**src/rtl/kdclp_pkg.sv**
```systemverilog
`default_nettype none
// ---------------------------------------------------------------------------
// kdclp_pkg
// Shared types and constants for the key debounce / long-press scanner.
// ---------------------------------------------------------------------------
package kdclp_pkg;

  localparam int NUM_KEYS_DEF = 8;
  localparam int LEVELS_W     = 8;
  localparam int KEY_IDX_W    = 3;
  localparam int HOLD_W       = 8;

  localparam logic [HOLD_W-1:0] HOLD_MAX         = 8'hFF;
  localparam logic [HOLD_W-1:0] LONG_PRESS_RESET = 8'd100;

  localparam logic ACT_CLICK = 1'b0;
  localparam logic ACT_LONG  = 1'b1;

  typedef enum logic [1:0] {
    PH_RELEASED      = 2'd0,
    PH_PRESS_CHECK   = 2'd1,
    PH_HELD          = 2'd2,
    PH_RELEASE_CHECK = 2'd3
  } phase_t;

  typedef enum logic {
    ST_IDLE = 1'b0,
    ST_SCAN = 1'b1
  } ctrl_state_t;

  typedef struct packed {
    logic load;
    logic commit;
    logic step;
  } ctrl_cmd_t;

  typedef struct packed {
    logic event_hit;
    logic last;
    logic out_free;
  } dp_status_t;

endpackage
`default_nettype wire

```
**src/rtl/kdclp_ctrl.sv**
```systemverilog
`default_nettype none
// ---------------------------------------------------------------------------
// kdclp_ctrl
// Scan sequencer: takes a request, walks the keys one per cycle, stops at
// the first confirmed release and stalls while the result slot is full.
// ---------------------------------------------------------------------------
module kdclp_ctrl (
  input  wire                    clk,
  input  wire                    rst_n,
  input  wire                    in_valid,
  output logic                   in_ready,
  input  kdclp_pkg::dp_status_t  status,
  output kdclp_pkg::ctrl_cmd_t   cmd
);
  import kdclp_pkg::*;

  ctrl_state_t state_r;
  ctrl_state_t state_nxt;

  always_ff @(posedge clk) begin
    if (!rst_n) begin
      state_r <= ST_IDLE;
    end else begin
      state_r <= state_nxt;
    end
  end

  always_comb begin
    state_nxt  = state_r;
    in_ready   = 1'b0;
    cmd        = '0;
    unique case (state_r)
      ST_IDLE: begin
        in_ready = 1'b1;
        if (in_valid) begin
          cmd.load  = 1'b1;
          state_nxt = ST_SCAN;
        end
      end
      ST_SCAN: begin
        if (status.event_hit) begin
          if (status.out_free) begin
            cmd.commit = 1'b1;
            state_nxt  = ST_IDLE;
          end
        end else begin
          cmd.commit = 1'b1;
          if (status.last) begin
            state_nxt = ST_IDLE;
          end else begin
            cmd.step = 1'b1;
          end
        end
      end
      default: begin
        state_nxt = ST_IDLE;
      end
    endcase
  end

endmodule
`default_nettype wire

```
**src/rtl/kdclp_dp.sv**
```systemverilog
`default_nettype none
// ---------------------------------------------------------------------------
// kdclp_dp
// Per-key phase and hold count storage, the single-key update, the
// threshold register and the result register.
// ---------------------------------------------------------------------------
module kdclp_dp #(
  parameter int NUM_KEYS = kdclp_pkg::NUM_KEYS_DEF
) (
  input  wire                                clk,
  input  wire                                rst_n,
  input  wire [kdclp_pkg::LEVELS_W-1:0]      in_key_levels,
  input  wire                                cfg_we,
  input  wire [kdclp_pkg::HOLD_W-1:0]        cfg_wdata,
  input  kdclp_pkg::ctrl_cmd_t               cmd,
  output kdclp_pkg::dp_status_t              status,
  output logic                               out_valid,
  input  wire                                out_ready,
  output logic [kdclp_pkg::KEY_IDX_W-1:0]    out_key_index,
  output logic                               out_event_kind
);
  import kdclp_pkg::*;

  localparam int IDX_W = (NUM_KEYS > 1) ? $clog2(NUM_KEYS) : 1;
  localparam logic [IDX_W-1:0] LAST_IDX = IDX_W'(NUM_KEYS - 1);

  logic [NUM_KEYS-1:0] levels_r;
  logic [IDX_W-1:0]    idx_r;
  logic [HOLD_W-1:0]   thresh_r;
  phase_t              phase_r [NUM_KEYS];
  logic [HOLD_W-1:0]   hold_r  [NUM_KEYS];

  logic                 out_valid_r;
  logic [KEY_IDX_W-1:0] key_index_r;
  logic                 action_r;

  phase_t            phase_cur;
  logic [HOLD_W-1:0] hold_cur;
  phase_t            phase_nxt;
  logic [HOLD_W-1:0] hold_nxt;
  logic              pressed;
  logic              hit;
  logic              act;

  assign phase_cur = phase_r[idx_r];
  assign hold_cur  = hold_r[idx_r];
  assign pressed   = levels_r[idx_r];
  assign act       = (hold_cur >= thresh_r) ? ACT_LONG : ACT_CLICK;

  always_comb begin
    phase_nxt = phase_cur;
    hold_nxt  = hold_cur;
    hit       = 1'b0;
    unique case (phase_cur)
      PH_RELEASED: begin
        if (pressed) phase_nxt = PH_PRESS_CHECK;
      end
      PH_PRESS_CHECK: begin
        if (pressed) begin
          phase_nxt = PH_HELD;
          hold_nxt  = '0;
        end else begin
          phase_nxt = PH_RELEASED;
        end
      end
      PH_HELD: begin
        if (hold_cur != HOLD_MAX) hold_nxt = hold_cur + HOLD_W'(1);
        if (!pressed) phase_nxt = PH_RELEASE_CHECK;
      end
      PH_RELEASE_CHECK: begin
        if (pressed) begin
          phase_nxt = PH_HELD;
        end else begin
          phase_nxt = PH_RELEASED;
          hit       = 1'b1;
        end
      end
    endcase
  end

  assign status.event_hit = hit;
  assign status.last      = (idx_r == LAST_IDX);
  assign status.out_free  = !out_valid_r || out_ready;

  always_ff @(posedge clk) begin
    if (cmd.load) levels_r <= in_key_levels[NUM_KEYS-1:0];
  end

  always_ff @(posedge clk) begin
    if (!rst_n) begin
      idx_r <= '0;
    end else if (cmd.load) begin
      idx_r <= '0;
    end else if (cmd.step) begin
      idx_r <= idx_r + IDX_W'(1);
    end
  end

  always_ff @(posedge clk) begin
    if (!rst_n) begin
      thresh_r <= LONG_PRESS_RESET;
    end else if (cfg_we) begin
      thresh_r <= cfg_wdata;
    end
  end

  always_ff @(posedge clk) begin
    if (!rst_n) begin
      for (int k = 0; k < NUM_KEYS; k++) begin
        phase_r[k] <= PH_RELEASED;
        hold_r[k]  <= '0;
      end
    end else if (cmd.commit) begin
      phase_r[idx_r] <= phase_nxt;
      hold_r[idx_r]  <= hold_nxt;
    end
  end

  always_ff @(posedge clk) begin
    if (!rst_n) begin
      out_valid_r <= 1'b0;
    end else if (cmd.commit && hit) begin
      out_valid_r <= 1'b1;
    end else if (out_ready) begin
      out_valid_r <= 1'b0;
    end
  end

  always_ff @(posedge clk) begin
    if (cmd.commit && hit) begin
      key_index_r <= KEY_IDX_W'(idx_r);
      action_r    <= act;
    end
  end

  assign out_valid      = out_valid_r;
  assign out_key_index  = key_index_r;
  assign out_event_kind = action_r;

endmodule
`default_nettype wire

```
**src/rtl/key_debounce_click_long_press_top.sv**
```systemverilog
`default_nettype none
// ---------------------------------------------------------------------------
// key_debounce_click_long_press_top
// Debounced key scanner reporting click or long press on confirmed release.
// ---------------------------------------------------------------------------
// One request is one scan tick of key levels. The keys are visited one per
// cycle by a shared update unit; the scan ends early at the first confirmed
// release, whose event goes to a one-entry result register. A new tick is
// accepted as soon as the scan has ended, even while a result is still
// waiting; a scan that finds an event while the result register is full
// holds until it is taken. The long-press threshold resets to 100 and is to
// be written by the user through cfg_we / cfg_wdata only while no tick is in
// progress; the block itself does not enforce this.
module key_debounce_click_long_press_top #(
  parameter int NUM_KEYS = kdclp_pkg::NUM_KEYS_DEF
) (
  input  wire                              clk,
  input  wire                              rst_n,
  input  wire                              in_valid,
  output logic                             in_ready,
  input  wire [kdclp_pkg::LEVELS_W-1:0]    in_key_levels,
  output logic                             out_valid,
  input  wire                              out_ready,
  output logic [kdclp_pkg::KEY_IDX_W-1:0]  out_key_index,
  output logic                             out_event_kind,
  input  wire                              cfg_we,
  input  wire [kdclp_pkg::HOLD_W-1:0]      cfg_wdata
);
  import kdclp_pkg::*;

  ctrl_cmd_t  cmd;
  dp_status_t status;

  kdclp_ctrl u_ctrl (
    .clk      (clk),
    .rst_n    (rst_n),
    .in_valid (in_valid),
    .in_ready (in_ready),
    .status   (status),
    .cmd      (cmd)
  );

  kdclp_dp #(
    .NUM_KEYS (NUM_KEYS)
  ) u_dp (
    .clk            (clk),
    .rst_n          (rst_n),
    .in_key_levels  (in_key_levels),
    .cfg_we         (cfg_we),
    .cfg_wdata      (cfg_wdata),
    .cmd            (cmd),
    .status         (status),
    .out_valid      (out_valid),
    .out_ready      (out_ready),
    .out_key_index  (out_key_index),
    .out_event_kind (out_event_kind)
  );

endmodule
`default_nettype wire

```
**config.mk**
```make
export PLATFORM = sky130hd
export DESIGN_NAME = key_debounce_click_long_press_top
export DESIGN_NICKNAME = d
export VERILOG_FILES = /design/src/rtl/kdclp_pkg.sv /design/src/rtl/kdclp_ctrl.sv /design/src/rtl/kdclp_dp.sv /design/src/rtl/key_debounce_click_long_press_top.sv
export SDC_FILE = /design/constraint.sdc
export NUM_CORES = 1
export LEC_CHECK = 0
export ABC_AREA = 1
export BUFFER_PORTS_ARGS = -buffer_cell sky130_fd_sc_hd__buf_2
export CAP_MARGIN = 0
export CORE_MARGIN = 2
export CORE_UTILIZATION = 66
export CTS_CLUSTER_DIAMETER = 200
export CTS_CLUSTER_SIZE = 30
export DETAILED_ROUTE_END_ITERATION = 12
export PLACE_DENSITY_LB_ADDON = 0.05
export SLEW_MARGIN = 20
export SYNTH_ARGS = -nofsm -noshare
export SYNTH_HDL_FRONTEND = slang
export SYNTH_SLANG_ARGS = --single-unit
export TNS_END_PERCENT = 10
```
**constraint.sdc**
```tcl
create_clock -name clk -period 3.76 [get_ports clk]
set_input_delay 0.752 -clock clk [delete_from_list [all_inputs] [get_ports clk]]
set_output_delay 0.752 -clock clk [all_outputs]
set_load 0.02 [all_outputs]
```
* After elaboration in Yosys (flattened, before gate mapping)
Memory sizes are Yosys's and may differ from the RTL's. A register that Yosys moved wholly into a read port is not among the register bits. Index checks and enable logic that the tools add are counted.
Cells by class: $add $sub $neg 2, magnitude comparators 2, equality and inequality tests 5, muxes and demuxes 39, bitwise operators 2, reduce and logical (&&, ||, !) cells 9
Operators by type and width (number):
- two-way mux 8 bit | 3
- two-way mux 1 bit | 21
- two-way mux 3 bit | 6
- one-hot mux 8 bit (2 select lines) | 1
- two-way mux 2 bit | 5
- adder 8 x 1 -> 8 bit, second input constant | 1
- greater-or-equal comparator 8 bit | 1
- inequality test 8 bit, second input constant | 1
- OR reduction 8 bit | 1
- one-hot mux 2 bit (3 select lines) | 1
- OR reduction 2 bit | 3
- equality test 2 bit, second input constant | 2
- < comparator 3 x 4 -> 1 bit, second input constant | 1
- adder 3 x 1 -> 3 bit, second input constant | 1
- binary-select mux 1 bit (select 3 bit) | 1
- equality test 3 bit, second input constant | 1
- equality test 2 x 1 -> 1 bit, second input constant | 1
- logical NOT 2 bit | 1
- NOT 1 bit | 2
- one-hot mux 1 bit (2 select lines) | 1
- nonzero test 2 bit | 1
- logical AND 1 bit | 1
- logical NOT 1 bit | 1
- logical OR 1 bit | 1
Word-level totals: flip-flop bits (word level) 25, bits in writable memories 80, input port bits 21, output and inout port bits 6, logic and storage cells 68, memories kept 2
Memory list:
- u_dp.hold_r | words 8, bits a word 8, read ports 1, clocked after Yosys merged registers in 1, write ports 8, line kdclp_dp.sv:31 | logic [HOLD_W-1:0] hold_r [NUM_KEYS];
- u_dp.phase_r | words 8, bits a word 2, read ports 1, clocked after Yosys merged registers in 1, write ports 8, line kdclp_dp.sv:30 | phase_t phase_r [NUM_KEYS];

* Longest topological paths before layout
Gate-level depths: netlist of run 1.
depth in word-level cells 11, gate-level depth with buffers 17, depth with buffers taken out 16

* Modules after synthesis
A second synthesis of run 1 with hierarchy kept.
Unflattened totals: cells, all modules 628, area total of the unflattened synthesis 5659.2 um^2
Modules (own cells, without submodules):
- kdclp_dp | instances 1, cells each 615, area each 5587.9 um^2, seq. area each 3062.9 um^2
- kdclp_ctrl | instances 1, cells each 13, area each 71.3 um^2, seq. area each 20.0 um^2

* Worst setup path before layout of run 1
Ideal clock, no wire load.
kind flip-flop to flip-flop, start point register (tool-made name), end point memory u_dp.hold_r[4][0], enable pin, setup time 0.340 ns, arrival time 2.240 ns, data required time 3.420 ns, slack 1.180 ns, cell stages (with the launch flop) 15, path buffers 3, clock period less this slack 2.580 ns, cell sequence dfxtp_1 -> buf_6 -> inv_4 -> buf_2 -> o21ai_0 -> o22ai_1 -> o21ai_0 -> inv_1 -> ha_1 -> nand3_2 -> nand2_2 -> nor2_4 -> nand4_1 -> buf_2 -> nand2_1
RTL lines (line):
- end: declaration | kdclp_dp.sv:31

==> results of run 1 <==
-- cell usage in the layout (no fill, tap or decap), drive strengths merged --
| cell | Yosys | final |
|---|---|---|
| edfxtp | 92 | 92 |
| clkinv | 1 | 2 |
| clkbuf | 2 | 10 |
| ha | 15 | 15 |
| xor2 | 1 | 1 |
| inv | 88 | 93 |
| dfxtp | 16 | 16 |
| o21ai | 37 | 37 |
| nand4 | 10 | 10 |
| nor2 | 74 | 74 |
| o22ai | 2 | 2 |
| nand2 | 153 | 153 |
| o221ai | 2 | 2 |
| o2111ai | 1 | 1 |
| nor3 | 2 | 2 |
| o211ai | 1 | 1 |
| a21oi | 56 | 56 |
| nand3 | 45 | 45 |
| buf | 23 | 38 |
| a31oi | 1 | 1 |
-- final cells by class --
class,instances,area (µm²),area share
Inverter,89,339,0.0568
Tap cell,105,131,0.0220
Sequential cell,108,3080,0.516
Multi-Input combinational cell,400,1990,0.333
Clock inverter,6,60.1,0.0101
Timing Repair Buffer,38,220,0.0369
Clock buffer,10,149,0.0249
-- cells in the mapped netlist --
cell type	number
sky130_fd_sc_hd__o2111ai_1	1
sky130_fd_sc_hd__inv_4	2
sky130_fd_sc_hd__edfxtp_1	92
sky130_fd_sc_hd__nand3_4	1
sky130_fd_sc_hd__ha_1	15
sky130_fd_sc_hd__clkbuf_1	2
sky130_fd_sc_hd__nand3_2	2
sky130_fd_sc_hd__o21ai_0	26
sky130_fd_sc_hd__xor2_1	1
sky130_fd_sc_hd__inv_2	2
sky130_fd_sc_hd__a21oi_1	56
sky130_fd_sc_hd__nand2_1	136
sky130_fd_sc_hd__nand2_2	17
sky130_fd_sc_hd__dfxtp_1	16
sky130_fd_sc_hd__a31oi_1	1
sky130_fd_sc_hd__nand3_1	42
sky130_fd_sc_hd__o21ai_4	1
sky130_fd_sc_hd__buf_4	3
sky130_fd_sc_hd__nand4_1	10
sky130_fd_sc_hd__o22ai_1	2
sky130_fd_sc_hd__o21ai_1	5
sky130_fd_sc_hd__nor2_2	2
sky130_fd_sc_hd__buf_2	14
sky130_fd_sc_hd__nor2_4	3
sky130_fd_sc_hd__nor3_1	2
sky130_fd_sc_hd__o211ai_2	1
sky130_fd_sc_hd__nor2_1	69
sky130_fd_sc_hd__inv_1	84
sky130_fd_sc_hd__o21ai_2	5
sky130_fd_sc_hd__clkinv_1	1
sky130_fd_sc_hd__buf_6	6
sky130_fd_sc_hd__o221ai_1	2
-- power groups by stage --
stage | combinational [mW] | sequential, mW | clock, mW
4_1_cts | 0.637 | 1.39 | 0.739
3_5_place_dp | 0.634 | 1.41 | 0
5_1_grt | 0.719 | 1.39 | 0.785
3_3_place_gp | 0.620 | 1.41 | 0
6_report | 0.649 | 1.39 | 0.742
2_1_floorplan | 0.458 | 1.40 | 0
-- metrics by stage --
| step | instances | power [mW] | util | instance area, µm² |
|---|---|---|---|---|
| 2_1_floorplan | 622 | 1.86 | - | 5580 |
| 3_3_place_gp | 740 | 2.03 | 0.702 | 5770 |
| 3_5_place_dp | 740 | 2.05 | 0.702 | 5770 |
| 4_1_cts | 756 | 2.76 | 0.727 | 5970 |
| 5_1_grt | 756 | 2.90 | 0.727 | 5970 |
| 6_report | 756 | 2.78 | 0.727 | 5970 |
-- cells by family after synthesis --
group                      Yosys count  synth area share
DFF                                108             0.552
adders and majority gates           15            0.0336
buffers and inverters              114            0.0908
and+or+nand+nor                    284             0.223
xor gates and xnor gates             1           0.00157
AOI/OAI and AO/OA                  100            0.0991
-- registers in the layout, summed over array words and instances (netlist names), named ones only --
name,flops
u_dp.hold_r,64
u_dp.phase_r,16
u_dp.levels_r,8
u_dp.thresh_r,8
u_dp.idx_r,3
u_dp.out_key_index,3
u_ctrl.state_r,1
u_dp.out_event_kind,1
u_dp.out_valid,1
-- layer usage --
metal,part of all wire,wire [µm]
met2,0.47,6070
met3,0.092,1190
met1,0.41,5230
met4,0.033,429
met5,0,0
-- critical path, cell delays in order, from the launching register on --
cell	delay, ns
sky130_fd_sc_hd__dfxtp_1	0.48
sky130_fd_sc_hd__inv_4	0.11
sky130_fd_sc_hd__o21ai_0	0.19
sky130_fd_sc_hd__o22ai_1	0.09
sky130_fd_sc_hd__o21ai_0	0.39
sky130_fd_sc_hd__inv_1	0.12
sky130_fd_sc_hd__ha_1	0.24
sky130_fd_sc_hd__nand3_2	0.08
sky130_fd_sc_hd__nand2_2	0.06
sky130_fd_sc_hd__nor2_4	0.19
sky130_fd_sc_hd__nand4_1	0.41
sky130_fd_sc_hd__nand2_1	0.51
-- worst max-delay path by stage --
stage                                             endpoint      start  slack (ns)  cells after the start
after floorplan            u_dp.hold_r[4][0]$_SDFFCE_PN0P_  flip-flop        1.18                     14
after global placement     u_dp.hold_r[4][5]$_SDFFCE_PN0P_  flip-flop        0.77                     11
after detailed placement   u_dp.hold_r[4][5]$_SDFFCE_PN0P_  flip-flop        0.56                     11
after CTS                 u_dp.phase_r[4][0]$_SDFFCE_PN0P_  flip-flop        0.55                     11
after global routing       u_dp.hold_r[4][6]$_SDFFCE_PN0P_  flip-flop        0.31                     11
final                      u_dp.hold_r[4][1]$_SDFFCE_PN0P_  flip-flop        0.53                     11
==> impl_metrics.csv, run 1 <==
group,metric,value,unit
synthesis,yosys_warnings,0,
place,globalplace.congestion,0.878,
clock_network,cts.hold.buffers_added,0,
finish,fillers,646,
clock_network,post_cts_resize_count,0,
place,hpwl,9.23,mm
die,fp.coreArea,8220,µm²
global_route,grt_use_met2,0.498,
clock_network,cts_max_level,3,
clock_network,cts_setup_buffers,0,
sta,totalNegativeSetupSlack,0,ns
detailed_routing,post_drt_wl_per_cell,17.1,µm
die,die_width,96.0,µm
min_path,hold_end,"u_dp.thresh_r[5]$_SDFFE_PN1P_",
detailed_routing,count_of_nets_left_with_antenna_violations_after_detail_routing,0,
sta,grt_setup_unrepaired,"no",
synthesis,synth_area,5580,µm²
die,placementRows,33,
min_path,launch_point_of_the_worst_hold_path,"u_dp.thresh_r[5]$_SDFFE_PN1P_",
detailed_routing,drcViolationCount,0,
pwr,pwr_density_cell,465,nW/µm²
sta,timing_worst_slew_pin_value,0.522,ns
clock_network,clk_pin_slew,0.12,ns
detailed_routing,drt_first_pass_iters,5,
global_route,grt_util_met1,0.419,
sta,period_minus_slack,3.23,ns
finish,area_delta_synth_final,7.04,%
synthesis,synthDominantCellAreaShare,0.495,
clock_network,inserted_clock_buffers,9,
setup_path,startpoint_type,"flip-flop",
global_route,globalRoute.busiestLayer,"met2",
die,die-area,9210,µm²
clock_network,cts.path.max_buffers,2,
synthesis,yosysTopAreaCell,"sky130_fd_sc_hd__edfxtp_1",
detailed_routing,vias,4374,
die,effective_utilization_at_floorplan,0.679,
detailed_routing,routed_via_density,5.79,
setup_path,worst-path-max-fanout,12,
detailed_routing,drtIter0Drc,332,
synthesis,yosys.cell_types.count,32,
job,maxCapViolCount,0,
min_path,min_path_cells,2,
setup_path,regToRegSetupSlack,0.53,ns
global_route,first_global_vias,4188,
pwr,switching_share,0.343,
finish,layout.nets,682,
finish,share_of_final_layout_standard_cells_stronger_than_drive_strength_1,0.138,
clock_network,cts-root-buf,"sky130_fd_sc_hd__clkbuf_8",
sta,slew_headroom,0.651,
global_route,globalRouteOverflowTotal,0,
synthesis,synth.top_cells.by_area,"sky130_fd_sc_hd__edfxtp_1 (49%), sky130_fd_sc_hd__nand2_1 (9.1%), sky130_fd_sc_hd__dfxtp_1 (5.7%), sky130_fd_sc_hd__inv_1 (5.6%), sky130_fd_sc_hd__a21oi_1 (5.0%)",
place,post-place-ws,0.557,ns
setup_path,end_of_the_worst_register_to_register_path,"u_dp.hold_r[4][1]$_SDFFCE_PN0P_",
sta,timing.final.max_slew_violations,0,
pwr,leakage,2.56,nW
run_status,outcome,"finished, final reports clean",
clock_network,clock_tree_from_tritoncts,"done",
pwr,vdd_ir_drop_max,0.253,mV
sta,timing.final.hold_violations,0,
setup_path,path_class,"reg2reg",
global_route,globalRouteTotalUtil,0.311,
synthesis,netlist_instances,622,
sta,min_period_over_period,0.860,
min_path,hold_path_class,"reg2reg",
detailed_routing,route.final.wire_length,12.9,mm
sta,hold_ws,0.487,ns
place,placement.io_buffers,26,
clock_network,worstSkewPairLatency,0.39,ns
setup_path,worst-endpoint-required,3.80,ns
global_route,groute.layer.met3.usage,0.0611,
global_route,grt_antenna_before_repair,0,
pwr,internal_power,1.82,mW
global_route,first_pass_grt_wire_length,21.1,mm
sta,skew,0.0173,ns
pwr,net-switching-power,0.953,mW
pwr,p_seq_frac,0.499,
synthesis,synth_area_per_cell,8.97,µm²
sta,achievable-frequency,309,MHz
synthesis,mappedNetlistNets,658,
die,pin_count,27,
clock_network,clkSinkCount,108,
finish,diodes,0,
setup_path,r2r_cells,11,
pwr,power.clock.fraction,0.267,
setup_path,critical_path_arrival,3.27,ns
setup_path,worstSetupEndpointType,"flip-flop",
sta,setup_violations,0,
synthesis,synth_seq_cells,108,
global_route,grt_max_degree,30,
synthesis,synth-seq-area-share,0.552,
sta,finalWorstSetupSlack,0.526,ns
die,die_extent_in_y,96.0,µm
pwr,power.share.combinational,0.234,
(Power assumes the default switching activity.)
==> run 2: changes to the inputs <==
- ABC_AREA: 1 -> unset
- CORE_ASPECT_RATIO: unset -> 0.6
==> run 2 against run 1 <==
Effect of this change: highest routed layer unchanged; global-route usage grew 0.061 points; synthesized cell count shrank 32%; clock skew shrank 0.0087 ns; sequential share of layout area shrank 0.30 points; maximum frequency grew 0.69%; combinational power shrank 42%.
==> impl_metrics.csv, run 2 <==
group,metric,value,unit
run_status,outcome,"finished, final reports clean",
detailed_routing,route.final.wire_length,12.9,mm
job,maxCapViolCount,0,
finish,share_of_final_layout_standard_cells_stronger_than_drive_strength_1,0.244,
finish,registers.top_by_ff_count,"u_dp.hold_r",
finish,largest_register_ff_count,64,
min_path,hold_end,"u_dp.thresh_r[5]$_SDFFE_PN1P_",
min_path,hold_path_class,"reg2reg",
detailed_routing,drtIter0Drc,474,
detailed_routing,post_drt_wl_per_cell,23.0,µm
synthesis,yosys.cell_types.count,51,
sta,timing_worst_slew_pin_value,0.749,ns
synthesis,synth_area,5500,µm²
pwr,vdd_ir_drop_max,0.260,mV
pwr,pwr_density_cell,447,nW/µm²
synthesis,count_of_flip_flops_with_a_built_in_enable_after_synthesis,92,
finish,most_common_cell_after_layout_fill_and_taps_aside,"sky130_fd_sc_hd__edfxtp_1",
clock_network,inserted_clock_buffers,9,
detailed_routing,drt_first_pass_iters,9,
setup_path,end_of_the_worst_register_to_register_path,"u_dp.hold_r[1][0]$_SDFFCE_PN0P_",
clock_network,clock_tree_from_tritoncts,"done",
sta,achievable-frequency,311,MHz
die,die_width,122,µm
finish,diodes,0,
setup_path,path_class,"reg2reg",
min_path,launch_point_of_the_worst_hold_path,"u_dp.thresh_r[5]$_SDFFE_PN1P_",
die,die-area,9110,µm²
setup_path,worstSetupEndpointType,"flip-flop",
synthesis,mappedNetlistNets,461,
detailed_routing,count_of_nets_left_with_antenna_violations_after_detail_routing,0,
global_route,first_global_vias,3433,
synthesis,synth_top_flop_cell,"sky130_fd_sc_hd__edfxtp_1",
finish,most-common-layout-cells,"sky130_fd_sc_hd__edfxtp_1 (92), sky130_fd_sc_hd__nor2_1 (86), sky130_fd_sc_hd__nand2_1 (37)",
pwr,leakage,2.18,nW
clock_network,cts.path.max_buffers,2,
die,die_extent_in_y,74.7,µm
synthesis,synth-seq-area-share,0.560,
clock_network,cts_max_level,3,
synthesis,synth_seq_cells,108,
place,hpwl,8.81,mm
min_path,min_path_cells,2,
die,pin_count,27,
global_route,first_pass_grt_wire_length,19.7,mm
synthesis,synth_area_per_cell,12.9,µm²
setup_path,regToRegSetupSlack,0.55,ns
clock_network,clk_pin_slew,0.07,ns
clock_network,cts.hold.buffers_added,0,
finish,layout.nets,487,
place,globalplace.congestion,0.934,
sta,min_period_over_period,0.854,
die,effective_utilization_at_floorplan,0.690,
global_route,grt_antenna_before_repair,0,
clock_network,cts_setup_buffers,0,
synthesis,synth.top_cells.by_area,"sky130_fd_sc_hd__edfxtp_1 (50%), sky130_fd_sc_hd__mux4_2 (12%), sky130_fd_sc_hd__nor2_1 (5.9%), sky130_fd_sc_hd__dfxtp_1 (5.8%), sky130_fd_sc_hd__ha_1 (3.4%)",
sta,slew_headroom,0.500,
sta,skew,0.00863,ns
detailed_routing,routed_via_density,6.38,
place,placement.io_buffers,26,
global_route,grt_max_degree,22,
clock_network,cts-root-buf,"sky130_fd_sc_hd__clkbuf_16",
sta,timing.final.max_slew_violations,0,
sta,setup_violations,0,
global_route,globalRouteTotalUtil,0.312,
finish,area_delta_synth_final,9.21,%
setup_path,worst-endpoint-required,3.74,ns
detailed_routing,drcViolationCount,0,
setup_path,startpoint_type,"flip-flop",
synthesis,yosysTopAreaCell,"sky130_fd_sc_hd__edfxtp_1",
clock_network,post_cts_resize_count,0,
clock_network,clkSinkCount,108,
synthesis,synth-async-reset-ratio,0,
clock_network,worstSkewPairLatency,0.35,ns
setup_path,r2r_cells,7,
die,fp.coreArea,7980,µm²
setup_path,critical_path_arrival,3.19,ns
setup_path,worst-path-max-fanout,10,
synthesis,synthDominantCellAreaShare,0.502,
finish,top_regs,"u_dp.hold_r (64), u_dp.phase_r (16)",
synthesis,synth.top_cells.by_count,"sky130_fd_sc_hd__edfxtp_1 (92), sky130_fd_sc_hd__nor2_1 (86), sky130_fd_sc_hd__nand2_1 (37)",
synthesis,yosys_warnings,0,
sta,timing.final.hold_violations,0,
sta,period_minus_slack,3.21,ns
pwr,design_power_total,2.69,mW
synthesis,synth_most_common_cell,"sky130_fd_sc_hd__edfxtp_1",
detailed_routing,vias,3594,
sta,totalNegativeSetupSlack,0,ns
sta,grt_setup_unrepaired,"no",
synthesis,netlist_instances,425,
global_route,globalRouteOverflowTotal,0,
die,placementRows,25,
==> run 2: cells by family after synthesis <==
family / Yosys count / share of synthesized area
AOI/OAI and AO/OA: 39 / 0.0609
xor gates and xnor gates: 1 / 0.00159
adders and majority gates: 15 / 0.0341
buffers and inverters: 40 / 0.0373
DFF: 108 / 0.560
muxes: 53 / 0.167
and+or+nand+nor: 169 / 0.139
==> run 2: worst max-delay path by stage <==
stage	from	to	slack (ns)
finish	flip-flop	u_dp.hold_r[1][0]$_SDFFCE_PN0P_	0.55
global route	flip-flop	u_dp.hold_r[7][3]$_SDFFCE_PN0P_	0.37
CTS	flip-flop	u_dp.hold_r[3][7]$_SDFFCE_PN0P_	0.51
detailed placement	flip-flop	u_dp.hold_r[3][2]$_SDFFCE_PN0P_	0.54
global placement	flip-flop	u_dp.out_event_kind$_DFFE_PP_	0.67
floorplan	flip-flop	u_dp.hold_r[0][6]$_SDFFCE_PN0P_	0.79
==> run 2: metrics by stage <==
step                setup WS [ns]  hold slack [ns]  cells   util  area, µm²
finish                      0.548            0.495    563  0.753       6010
global route                0.367            0.515    563  0.753       6010
CTS                         0.509            0.494    563  0.753       6010
detailed placement          0.541            0.481    548  0.717       5720
global placement            0.674            0.475    548  0.717       5720
floorplan                   0.788            0.429    425      -       5500
==> run 2: layout make-up <==
cell class	instances	area, µm²
clock buffer	10	229
inverter	16	60.1
timing repair buffer	39	228
sequential	108	3080
multi-input combinational	277	2210
clock inverter	5	60.1
tap	108	135
fill	521	1970
==> run 2: metal layers <==
layer,global-route usage,share of wire,up-vias
met1,0.443,0.40,1759
met3,0.0924,0.12,19
met2,0.486,0.46,205
li1,-,-,1611
met5,0,0,-
met4,0.0766,0.012,0
==> run 2: power breakdown <==
group	switching (mW)	internal, mW	leakage (nW)
Sequential	0.0309	1.35	1.07
Clock	0.414	0.516	0.139
Combinational	0.234	0.140	0.973
Total	0.679	2.01	2.18
==> run 2: critical path: stages (launching register included) <==
cell                       delay, ns
sky130_fd_sc_hd__dfxtp_1        0.59
sky130_fd_sc_hd__mux4_2         0.57
sky130_fd_sc_hd__mux2_2         0.33
sky130_fd_sc_hd__ha_1           0.21
sky130_fd_sc_hd__and2_4         0.15
sky130_fd_sc_hd__nand2_1        0.25
sky130_fd_sc_hd__nand4b_1       0.18
sky130_fd_sc_hd__nand2_1        0.56
==> run 3: changes to the inputs <==
- CORE_UTILIZATION: 66 -> 61
- clock period: 3.76 -> 3.2 ns (I/O delays scaled with it)
==> run 3 against run 2 <==
Effect of this change: clock power rose by 12%; sequential share of layout area fell by 0.63 points; power rose by 16%; register-to-register slack got worse by 0.27 ns; sequential power rose by 17%; sequential cell count did not move.
==> impl_metrics.csv, run 3 (synthesized netlist as in run 2, its figures left out) <==
group,metric,value,unit
run_status,outcome,"finished, final reports clean",
pwr,net-switching-power,0.804,mW
setup_path,path_class,"reg2reg",
sta,skew,0.00790,ns
finish,area_delta_synth_final,10.7,%
global_route,grt_antenna_before_repair,0,
sta,finalWorstSetupSlack,0.280,ns
place,globalplace.congestion,0.911,
pwr,power.clock.fraction,0.334,
job,maxCapViolCount,0,
pwr,leakage,2.23,nW
die,effective_utilization_at_floorplan,0.638,
pwr,design_power_total,3.12,mW
sta,timing.final.max_slew_violations,0,
global_route,first_global_vias,3455,
clock_network,clk_pin_slew,0.07,ns
detailed_routing,vias,3640,
sta,slew_headroom,0.486,
clock_network,cts.hold.buffers_added,0,
die,die_width,127,µm
pwr,power.share.combinational,0.144,
finish,share_of_final_layout_standard_cells_stronger_than_drive_strength_1,0.266,
clock_network,cts-root-buf,"sky130_fd_sc_hd__clkbuf_16",
place,hpwl,9.05,mm
pwr,internal_power,2.31,mW
finish,flip_flop_and_latch_area,3090,µm²
detailed_routing,drt_first_pass_iters,5,
sta,min_period_over_period,0.912,
pwr,vdd_ir_drop_max,0.313,mV
finish,multi_input_area,2210,µm²
place,placement.io_buffers,26,
detailed_routing,count_of_nets_left_with_antenna_violations_after_detail_routing,0,
finish,largest_register_ff_count,64,
finish,most-common-layout-cells,"sky130_fd_sc_hd__edfxtp_1 (92), sky130_fd_sc_hd__nor2_1 (86), sky130_fd_sc_hd__nand2_1 (37)",
sta,timing.final.hold_violations,0,
finish,most_common_cell_after_layout_fill_and_taps_aside,"sky130_fd_sc_hd__edfxtp_1",
clock_network,cts_max_level,3,
die,die_extent_in_y,77.6,µm
clock_network,inserted_clock_buffers,9,
die,die-area,9820,µm²
clock_network,cts.path.max_buffers,2,
finish,diodes,0,
setup_path,worstSetupEndpointType,"flip-flop",
global_route,first_pass_grt_wire_length,19.8,mm
setup_path,critical_path_arrival,3.02,ns
detailed_routing,drtIter0Drc,465,
setup_path,worst-endpoint-required,3.30,ns
setup_path,worst-path-max-fanout,10,
sta,setup_violations,0,
pwr,p_seq_frac,0.521,
finish,registers.top_by_ff_count,"u_dp.hold_r",
die,placementRows,26,
detailed_routing,route.final.wire_length,12.6,mm
clock_network,clkSinkCount,108,
finish,finish.utilization,0.706,
sta,achievable-frequency,342,MHz
die,pin_count,27,
global_route,globalRouteOverflowTotal,0,
detailed_routing,drcViolationCount,0,
sta,grt_setup_unrepaired,"no",
global_route,globalRouteTotalUtil,0.278,
sta,totalNegativeSetupSlack,0,ns
global_route,grt_max_degree,22,
finish,top_regs,"u_dp.hold_r (64), u_dp.phase_r (16)",
finish,fillers,614,
setup_path,startpoint_type,"flip-flop",
die,fp.coreArea,8620,µm²
finish,layout.nets,498,
sta,period_minus_slack,2.92,ns
clock_network,clock_tree_from_tritoncts,"done",
pwr,switching_share,0.258,
place,post-place-ws,0.146,ns
detailed_routing,post_drt_wl_per_cell,21.7,µm
sta,timing_worst_slew_pin_value,0.770,ns
pwr,pwr_density_cell,512,nW/µm²
clock_network,worstSkewPairLatency,0.35,ns
min_path,hold_path_class,"in2reg",
detailed_routing,routed_via_density,6.29,
==> run 3: cell count changes in the layout (fill, tap and decap cells not counted), sizes merged <==
| cell | change |
|---|---|
| clkinvlp | +1 |
| bufinv | -1 |
| clkbuf | +2 |
| inv | -1 |
| buf | +11 |
==> run 3: per-stage QoR <==
stage | instances | hold slack [ns] | area, µm²
6_report | 579 | 0.462 | 6090
5_1_grt | 579 | 0.449 | 6090
4_1_cts | 579 | 0.449 | 6090
3_5_place_dp | 563 | 0.482 | 5810
3_3_place_gp | 563 | 0.479 | 5810
2_1_floorplan | 425 | 0.429 | 5500
==> run 3: power groups by stage <==
stage	clock [mW]	combinational [mW]	sequential (mW)
floorplan	0	0.324	1.63
global placement	0	0.432	1.65
detailed placement	0	0.444	1.65
CTS	1.06	0.447	1.62
global route	1.12	0.490	1.63
finish	1.04	0.450	1.62
==> run 3: what timing repair did <==
item | in CTS | in global routing
endpoints found under the hold margin | 0 | 0
endpoints found under the setup margin | 0 | 52
resized for setup | 0 | 2
buffers inserted | 0 | 0
==> run 3: routing by layer <==
metal	global-route usage	up-vias	wire [µm]
li1	-	1624	-
met1	0.418	1803	5530
met2	0.389	189	5400
met3	0.0862	24	1370
met4	0.0923	0	274
met5	0	-	0
==> run 3: worst paths after layout <==
kind / end / slack, ns / from / depth (start not counted)
worst max register to register: u_dp.hold_r[7][0]$_SDFFCE_PN0P_ / 0.28 / flip-flop / 9
worst min-delay path: u_dp.levels_r[6]$_DFFE_PP_ / 0.46 / in_key_levels[6] / 1
worst min register to register: u_dp.thresh_r[2]$_SDFFE_PN1P_ / 0.49 / u_dp.thresh_r[2]$_SDFFE_PN1P_ / 2
worst max-delay path: u_dp.hold_r[7][0]$_SDFFCE_PN0P_ / 0.28 / flip-flop / 9
==> run 3: area by class of cell <==
type | count | share of cell area
flip-flops and latches | 108 | 0.507
multi-input cells | 277 | 0.364
repair buffers | 50 | 0.0510
clock buffers | 12 | 0.0405
well taps | 112 | 0.0230
inverters | 16 | 0.00986
clock inverters | 4 | 0.00534
==> run 3: worst max-delay path, cell delays in order (launching register included) <==
cell,delay [ns]
sky130_fd_sc_hd__dfxtp_1,0.43
sky130_fd_sc_hd__buf_4,0.25
sky130_fd_sc_hd__mux4_2,0.31
sky130_fd_sc_hd__mux2_2,0.33
sky130_fd_sc_hd__inv_2,0.09
sky130_fd_sc_hd__ha_1,0.28
sky130_fd_sc_hd__and2_1,0.33
sky130_fd_sc_hd__and3_1,0.26
sky130_fd_sc_hd__a21oi_4,0.29
sky130_fd_sc_hd__nor2_1,0.08
